**src/hw/rtl/afb_pkg.sv**
```systemverilog
// Shared types, constants and knot tables for the activation forward/backward unit.
// No dependencies; imported by the top level, by afb_seg_lookup and by the testbench.
`timescale 1ns / 1ps

package afb_pkg;

	// Fixed-point format of every data field (signed Q4.12).
	localparam int FRAC_BITS = 12;
	localparam int DATA_BITS = 16;

	// Piecewise-linear table: equal segments spanning the whole 16-bit input range.
	localparam int SEGMENTS      = 32;
	localparam int SEG_BITS      = $clog2(SEGMENTS);
	localparam int OFF_BITS      = DATA_BITS - SEG_BITS;
	localparam int KNOT_IDX_BITS = SEG_BITS + 1;

	// Unity in Q4.12 and in the squared (Q24) derivative scale.
	localparam int ONE_Q     = 1 << FRAC_BITS;
	localparam int DERIV_ONE = 1 << (2 * FRAC_BITS);

	localparam int ACT_MODE_BITS = 2;

	typedef enum logic [ACT_MODE_BITS-1:0] {
		MODE_RELU     = 2'd0,
		MODE_SIGMOID  = 2'd1,
		MODE_TANH     = 2'd2,
		MODE_IDENTITY = 2'd3
	} act_mode_t;

	localparam logic ACTION_FORWARD  = 1'b0;
	localparam logic ACTION_BACKWARD = 1'b1;

	// One segment of the curve: left knot, rise to the right knot, offset inside.
	typedef struct packed {
		logic signed [DATA_BITS-1:0] base;
		logic signed [DATA_BITS-1:0] delta;
		logic [OFF_BITS-1:0]         offset;
	} pwl_seg_t;

	// Knot values in Q4.12, knot k at x = -8 + 16k/SEGMENTS.
	localparam logic signed [DATA_BITS-1:0] SIG_KNOT [0:SEGMENTS] = '{
		16'sd1,    16'sd2,    16'sd4,    16'sd6,    16'sd10,   16'sd17,   16'sd27,
		16'sd45,   16'sd74,   16'sd120,  16'sd194,  16'sd311,  16'sd488,  16'sd747,
		16'sd1102, 16'sd1546, 16'sd2048, 16'sd2550, 16'sd2994, 16'sd3349, 16'sd3608,
		16'sd3785, 16'sd3902, 16'sd3976, 16'sd4022, 16'sd4051, 16'sd4069, 16'sd4079,
		16'sd4086, 16'sd4090, 16'sd4092, 16'sd4094, 16'sd4095
	};

	localparam logic signed [DATA_BITS-1:0] TANH_KNOT [0:SEGMENTS] = '{
		-16'sd4096, -16'sd4096, -16'sd4096, -16'sd4096, -16'sd4096, -16'sd4096,
		-16'sd4096, -16'sd4095, -16'sd4093, -16'sd4089, -16'sd4076, -16'sd4041,
		-16'sd3949, -16'sd3707, -16'sd3119, -16'sd1893, 16'sd0,     16'sd1893,
		16'sd3119,  16'sd3707,  16'sd3949,  16'sd4041,  16'sd4076,  16'sd4089,
		16'sd4093,  16'sd4095,  16'sd4096,  16'sd4096,  16'sd4096,  16'sd4096,
		16'sd4096,  16'sd4096,  16'sd4096
	};

endpackage

```
**src/hw/rtl/activation_forward_backward_unit.sv**
```systemverilog
// Top level of the activation forward/backward unit: four-stage pipeline.
// Depends on afb_pkg and afb_seg_lookup.
//
// Usage
//   cfg channel: write act_mode (0 relu, 1 sigmoid, 2 tanh, 3 identity) while the
//   block is idle; cfg_ready is always high, so a write lands on the edge of cfg_valid.
//   s_* stream: one element per transaction. tuser selects forward (0) or backward (1),
//   tlast marks the final element of a tensor and is copied to m_tlast.
//   m_* stream: one result per input transaction, in order.
// Pipeline and throughput
//   The accepting edge loads stage 1; the element then moves through stages 2, 3 and 4,
//   and m_tvalid rises once stage 4 holds it. A stall can hold it in any stage.
//   One element per cycle sustained while m_tready stays high. The four register stages:
//   table read / derivative multiply, interpolation / gradient multiply, rounding,
//   accumulate and saturate.
// Reset and stall
//   arst_n clears every valid bit and sets act_mode to relu. When the receiver holds
//   m_tready low the result stays on m_* unchanged; earlier stages keep filling
//   any empty slot, so s_tready drops only once all four stages are occupied.
module activation_forward_backward_unit
	import afb_pkg::*;
(
	input  logic                     clk,
	input  logic                     arst_n,

	input  logic                     cfg_valid,
	output logic                     cfg_ready,
	input  logic [ACT_MODE_BITS-1:0] cfg_data,    // act_mode

	input  logic                     s_tvalid,
	output logic                     s_tready,
	// [15:0] x_value, [31:16] y_value, [47:32] upstream_grad, [63:48] accumulated_grad
	input  logic [63:0]              s_tdata,
	input  logic [0:0]               s_tuser,     // [0] action
	input  logic                     s_tlast,

	output logic                     m_tvalid,
	input  logic                     m_tready,
	output logic [15:0]              m_tdata,     // [15:0] result_value
	output logic                     m_tlast
);

	act_mode_t act_mode_q;

	// Configuration: take every write, keep the low two bits.
	assign cfg_ready = 1'b1;

	always_ff @(posedge clk or negedge arst_n) begin
		if (!arst_n) begin
			act_mode_q <= MODE_RELU;
		end else if (cfg_valid && cfg_ready) begin
			act_mode_q <= act_mode_t'(cfg_data);
		end
	end

	// Input unpacking
	logic signed [DATA_BITS-1:0] x_in, y_in, up_in, acc_in;

	assign x_in   = $signed(s_tdata[15:0]);
	assign y_in   = $signed(s_tdata[31:16]);
	assign up_in  = $signed(s_tdata[47:32]);
	assign acc_in = $signed(s_tdata[63:48]);

	// Per-stage flow control: a stage may load when it is empty or its
	// successor is loading.
	logic valid_s1, valid_s2, valid_s3, valid_s4;
	logic adv_s1, adv_s2, adv_s3, adv_s4;

	assign adv_s4   = !valid_s4 || m_tready;
	assign adv_s3   = !valid_s3 || adv_s4;
	assign adv_s2   = !valid_s2 || adv_s3;
	assign adv_s1   = !valid_s1 || adv_s2;
	assign s_tready = adv_s1;

	always_ff @(posedge clk or negedge arst_n) begin
		if (!arst_n) begin
			valid_s1 <= 1'b0;
			valid_s2 <= 1'b0;
			valid_s3 <= 1'b0;
			valid_s4 <= 1'b0;
		end else begin
			if (adv_s1) valid_s1 <= s_tvalid;
			if (adv_s2) valid_s2 <= valid_s1;
			if (adv_s3) valid_s3 <= valid_s2;
			if (adv_s4) valid_s4 <= valid_s3;
		end
	end

	// Stage 1: knot read for the forward curve, derivative in Q24 for backward.
	pwl_seg_t seg_in;

	afb_seg_lookup u_seg_lookup (
		.mode (act_mode_q),
		.x    (x_in),
		.seg  (seg_in)
	);

	logic signed [DATA_BITS:0]   deriv_opnd;
	logic signed [32:0]          deriv_prod;
	logic signed [31:0]          deriv_in;
	logic                        x_pos_in;

	assign x_pos_in = !x_in[DATA_BITS-1] && (|x_in);

	always_comb begin
		// sigmoid: y * (1 - y); tanh: 1 - y * y, both in Q24
		deriv_opnd = (act_mode_q == MODE_SIGMOID) ?
			(($signed((DATA_BITS+1)'(ONE_Q))) - (DATA_BITS+1)'(y_in)) :
			(DATA_BITS+1)'(y_in);
		deriv_prod = 33'(y_in) * 33'(deriv_opnd);
		unique case (act_mode_q)
			MODE_RELU:     deriv_in = x_pos_in ? 32'(DERIV_ONE) : 32'sd0;
			MODE_SIGMOID:  deriv_in = deriv_prod[31:0];
			MODE_TANH:     deriv_in = 32'(DERIV_ONE) - deriv_prod[31:0];
			MODE_IDENTITY: deriv_in = 32'(DERIV_ONE);
			default:       deriv_in = 32'(DERIV_ONE);
		endcase
	end

	logic                        back_s1, last_s1;
	logic signed [DATA_BITS-1:0] x_s1, up_s1, acc_s1;
	pwl_seg_t                    seg_s1;
	logic signed [31:0]          deriv_s1;

	always_ff @(posedge clk) begin
		if (adv_s1) begin
			back_s1  <= (s_tuser[0] == ACTION_BACKWARD);
			last_s1  <= s_tlast;
			x_s1     <= x_in;
			up_s1    <= up_in;
			acc_s1   <= acc_in;
			seg_s1   <= seg_in;
			deriv_s1 <= deriv_in;
		end
	end

	// Stage 2: interpolation numerator and gradient product.
	logic signed [27:0] interp_comb;
	logic signed [47:0] grad_comb;

	assign interp_comb = (28'(seg_s1.base) <<< OFF_BITS)
		+ 28'(seg_s1.delta) * 28'($signed({1'b0, seg_s1.offset}));
	assign grad_comb   = 48'(up_s1) * 48'(deriv_s1);

	logic                        back_s2, last_s2;
	logic signed [DATA_BITS-1:0] x_s2, acc_s2;
	logic signed [27:0]          interp_s2;
	logic signed [47:0]          grad_s2;

	always_ff @(posedge clk) begin
		if (adv_s2) begin
			back_s2   <= back_s1;
			last_s2   <= last_s1;
			x_s2      <= x_s1;
			acc_s2    <= acc_s1;
			interp_s2 <= interp_comb;
			grad_s2   <= grad_comb;
		end
	end

	// Stage 3: round both products to nearest, halves away from zero; pick the
	// forward result for the mode.
	logic [27:0]                 interp_mag;
	logic [27:0]                 interp_rnd;
	logic signed [DATA_BITS-1:0] curve_val;
	logic [47:0]                 grad_mag;
	logic [47:0]                 grad_rnd;
	logic signed [24:0]          term_comb;
	logic signed [DATA_BITS-1:0] fwd_comb;

	always_comb begin
		interp_mag = interp_s2[27] ? 28'(-interp_s2) : 28'(interp_s2);
		interp_rnd = (interp_mag + 28'(1 << (OFF_BITS - 1))) >> OFF_BITS;
		curve_val  = interp_s2[27] ? -$signed(interp_rnd[DATA_BITS-1:0])
		                           : $signed(interp_rnd[DATA_BITS-1:0]);

		grad_mag  = grad_s2[47] ? 48'(-grad_s2) : 48'(grad_s2);
		grad_rnd  = (grad_mag + 48'(1 << (2 * FRAC_BITS - 1))) >> (2 * FRAC_BITS);
		term_comb = grad_s2[47] ? -$signed(grad_rnd[24:0]) : $signed(grad_rnd[24:0]);

		unique case (act_mode_q)
			MODE_RELU:     fwd_comb = (!x_s2[DATA_BITS-1] && (|x_s2)) ? x_s2 : '0;
			MODE_SIGMOID:  fwd_comb = curve_val;
			MODE_TANH:     fwd_comb = curve_val;
			MODE_IDENTITY: fwd_comb = x_s2;
			default:       fwd_comb = x_s2;
		endcase
	end

	logic                        back_s3, last_s3;
	logic signed [DATA_BITS-1:0] acc_s3, fwd_s3;
	logic signed [24:0]          term_s3;

	always_ff @(posedge clk) begin
		if (adv_s3) begin
			back_s3 <= back_s2;
			last_s3 <= last_s2;
			acc_s3  <= acc_s2;
			fwd_s3  <= fwd_comb;
			term_s3 <= term_comb;
		end
	end

	// Stage 4: accumulate, saturate to 16 bits, drive the output register.
	logic signed [25:0]          sum_comb;
	logic signed [DATA_BITS-1:0] sat_comb;

	always_comb begin
		sum_comb = 26'(acc_s3) + 26'(term_s3);
		priority if (sum_comb > 26'sd32767) begin
			sat_comb = 16'sh7FFF;
		end else if (sum_comb < -26'sd32768) begin
			sat_comb = -16'sh8000;
		end else begin
			sat_comb = sum_comb[DATA_BITS-1:0];
		end
	end

	logic signed [DATA_BITS-1:0] result_s4;
	logic                        last_s4;

	always_ff @(posedge clk) begin
		if (adv_s4) begin
			result_s4 <= back_s3 ? sat_comb : fwd_s3;
			last_s4   <= last_s3;
		end
	end

	assign m_tvalid = valid_s4;
	assign m_tdata  = result_s4;
	assign m_tlast  = last_s4;

endmodule

```
**src/hw/rtl/afb_seg_lookup.sv**
```systemverilog
// Segment lookup for the sigmoid and tanh curves: picks the two knots around x.
// Depends on afb_pkg (knot tables, pwl_seg_t).
`timescale 1ns / 1ps

module afb_seg_lookup
	import afb_pkg::*;
(
	input  act_mode_t                   mode,
	input  logic signed [DATA_BITS-1:0] x,
	output pwl_seg_t                    seg
);

	logic [KNOT_IDX_BITS-1:0]    idx;
	logic [KNOT_IDX_BITS-1:0]    idx_next;
	logic signed [DATA_BITS-1:0] knot_lo;
	logic signed [DATA_BITS-1:0] knot_hi;

	// Offset-binary view of x: the top bits count segments from -8.
	assign idx      = {1'b0, ~x[DATA_BITS-1], x[DATA_BITS-2:OFF_BITS]};
	assign idx_next = idx + KNOT_IDX_BITS'(1);

	always_comb begin
		if (mode == MODE_TANH) begin
			knot_lo = TANH_KNOT[idx];
			knot_hi = TANH_KNOT[idx_next];
		end else begin
			knot_lo = SIG_KNOT[idx];
			knot_hi = SIG_KNOT[idx_next];
		end
	end

	assign seg.base   = knot_lo;
	assign seg.delta  = knot_hi - knot_lo;
	assign seg.offset = x[OFF_BITS-1:0];

endmodule

```
**config.mk**
```make
export PLATFORM = sky130hd
export DESIGN_NAME = activation_forward_backward_unit
export DESIGN_NICKNAME = d
export VERILOG_FILES = /design/src/hw/rtl/afb_pkg.sv /design/src/hw/rtl/activation_forward_backward_unit.sv /design/src/hw/rtl/afb_seg_lookup.sv
export SDC_FILE = /design/constraint.sdc
export NUM_CORES = 2
export LEC_CHECK = 0
export CAP_MARGIN = 15
export CORE_UTILIZATION = 55
export DETAILED_ROUTE_END_ITERATION = 10
export DONT_BUFFER_PORTS = 1
export PLACE_DENSITY_LB_ADDON = 0.15
export SYNTH_ARGS = -nofsm -noshare
export SYNTH_HDL_FRONTEND = slang
export SYNTH_SLANG_ARGS = --single-unit
```
**constraint.sdc**
```tcl
create_clock -name clk -period 20.7 [get_ports clk]
set_clock_uncertainty 0.2 [all_clocks]
set_input_delay 0 -clock clk [delete_from_list [all_inputs] [get_ports clk]]
set_output_delay 0 -clock clk [all_outputs]
set_load 0.05 [all_outputs]
```
==> summary.txt <==
post-synth top area share = 0.352
Synth Instances = 5690
I/O Pins = 93
Worst EP arrival = 9.85 ns
Least-Margin Pin Slew = 1.12 ns
H-tree depth = 2
routed wl met2 = 60100 µm
final design utilization = 0.592
share of cells above drive strength 1 = 0.0300
WHS Path Cells = 5
first-pass GRT wire length = 211000 µm
CP Class = in -> reg
Crit Path Max Fanout = 26
CTS tree = yes
Metal-1 WL = 57200 µm
most used flip-flop cell after synthesis = edfxtp_1
post-CTS sizing = 0
Vias/cell = 5.52
initial core utilization = 0.555
core footprint = 0.0950 mm²
Syn Nets = 7021
Period minus WS final = 9.71 ns
Rows = 113
drt pass-1 iters = 6
worst r2r path cells = 30
drt drc = 0
Layout Nets = 6966
register area share after synthesis = 0.172
initial antenna violation count = 1
commonest cells in the netlist = 1072 x inv_1, 927 x fa_1, 753 x nand2_1
Post-synth EDFFs = 298
CP max stage cell = dlygate4sd3_1
synthesis-stage register bit count = 304
Slowest Stage Delay on Critical Path = 0.67 ns
worst skew pair latency = 0.60 ns
FILL cells = 8353
count leader, synth = inv_1
hold-fix buffers at CTS = 114
synth-to-layout area growth = 6.52%
postcts setup bufs = 0
Period Utilization, post-route = 0.469
Slew headroom = 0.248
DR iter-0 viols = 2766
Setup WS pre-CTS = 10.90 ns
DR vias = 38300
CTS Buf Count = 38
highest clock rate = 103 MHz
Mean Syn Cell Area = 9.28 µm²
WL met3 = 8420 µm
drt wl/cell = 18.5 µm
placed cell count = 6744
Antenna Nets Post-Route = 0
critical path data required time = 20.84 ns
CP endpoint kind = register
gr ovfl total = 0
RSZ-0062 raised after global routing = false
clk slew on worst S/H paths = 0.06 ns
outcome = finished clean
GRT Util Overall = 0.270
ys async rst share = 0.0197
Setup Total Neg Slack = 0 ns
Finished Layout Cells = 6931
DR top layer = met4
Die Footprint = 0.0972 mm²
Clock Sinks = 304
die height = 312 µm
Post-Route WL = 128000 µm
Slew Limit Fails = 0
Clock Tree Buf Depth = 3
Post-Synthesis Cell Area = 0.0528 mm²
Final Wtd Congestion = 0.904
Hold/Removal Path Class = in -> reg
pin count of the biggest net entering global routing = 79
maxcap violations = 0
IO Port Bufs = 0
setup ws final = 10.99 ns
Syn. warnings = 0
Root Buffer = clkbuf_16
Die X-Extent = 312 µm
Cell variety after synth = 95
dominant cells by area after synthesis = fa_1 35%, edfxtp_1 17%, ha_1 7.8%
final number of setup-violating endpoints = 0
Most Frequent Cell on Critical Path = fa_1
area leader, netlist = fa_1
CP startpoint kind = primary input
Post-DP HPWL = 98000 µm
final hold viol count = 0
vias in the first global route = 39400
==> stage by stage <==
| step | hold slack [ns] | area [µm²] |
|---|---|---|
| 6_report | 0.0282 | 56200 |
| 5_1_grt | 0.0591 | 56200 |
| 4_1_cts | 0.00183 | 56200 |
| 3_5_place_dp | -0.492 | 53800 |
| 3_3_place_gp | -0.492 | 53800 |
| 2_1_floorplan | -0.496 | 52800 |
==> worst max-delay path, delay by kind of cell <==
| family | cells | cell delay (ns) |
|---|---|---|
| XOR/XNOR | 3 | 0.68 |
| AND/OR/NAND/NOR | 11 | 2.99 |
| buffers and inverters | 6 | 1.39 |
| adder cells (fa/ha/maj) | 8 | 3.56 |
| AO/OA/AOI/OAI | 6 | 1.21 |
==> final timing paths <==
path	start	end	slack, ns
max	s_tdata[16]	deriv_s1[30]$_DFFE_PP_	10.99
min	s_tdata[12]	seg_s1[15]$_DFFE_PP_	0.03
max reg2reg	act_mode_q[1]$_DFFE_PN0P_	deriv_s1[30]$_DFFE_PP_	11.07
min reg2reg	acc_s2[9]$_DFFE_PP_	acc_s3[9]$_DFFE_PP_	0.22
max in group asynchronous	arst_n	act_mode_q[0]$_DFFE_PN0P_	19.49
min in group asynchronous	arst_n	valid_s3$_DFFE_PN0P_	0.33
==> final cells by class <==
type / count / area, µm² / share of cell area
Clock buffer: 43 / 970 / 0.0172
Sequential cell: 304 / 9100 / 0.162
Inverter: 1076 / 4040 / 0.0718
Timing Repair Buffer: 166 / 1560 / 0.0278
Multi-Input combinational cell: 4049 / 38700 / 0.688
Clock inverter: 26 / 302 / 0.00536
Tap cell: 1265 / 1580 / 0.0282
Antenna cell: 2 / 5.00 / 0.0000890
==> sequential cells by signal (all words and copies together), names as in the netlist, 2 cells and up <==
signal	count
x_s2	16
acc_s3	16
acc_s2	16
term_s3	25
interp_s2	28
x_s1	16
seg_s1	30
up_s1	16
act_mode_q	2
m_tdata	16
fwd_s3	16
acc_s1	16
deriv_s1	32
grad_s2	48
==> cells in the final DEF (no fill, tap or decap), drive strengths merged, types with 22 or more instances in the layout <==
cell	instances
o211ai	24
edfxtp	298
or2	24
nor2	227
o21ai	171
buf	55
xnor2	212
nor2b	31
nor4	39
dlygate4sd3	111
nand2	753
a21oi	180
inv	1076
clkbuf	43
nand3	71
xor2	75
clkinv	22
nand2b	74
o22ai	26
or3	32
ha	331
o21a	28
nor3	63
and2	378
a21o	41
a22oi	23
fa	927
a31oi	26
==> per-layer routing <==
layer | GRT usage | vias up
met3 | 0.0433 | 154
met2 | 0.436 | 1157
met4 | 0.0606 | 0
met1 | 0.384 | 19100
li1 | - | 17800
met5 | 0 | -
==> cells by family after synthesis <==
| group | after synthesis | share of synthesized area |
|---|---|---|
| compound gates | 695 | 0.0852 |
| buf+inv | 1337 | 0.0954 |
| mux | 20 | 0.00408 |
| flops | 304 | 0.172 |
| fa+ha+maj | 1259 | 0.430 |
| other cells | 1 | 0.0000711 |
| xor+xnor | 287 | 0.0476 |
| simple gates | 1787 | 0.165 |
Power is not shown: default switching activity piles up to over one toggle a cycle in this logic, so the estimate is an artifact.
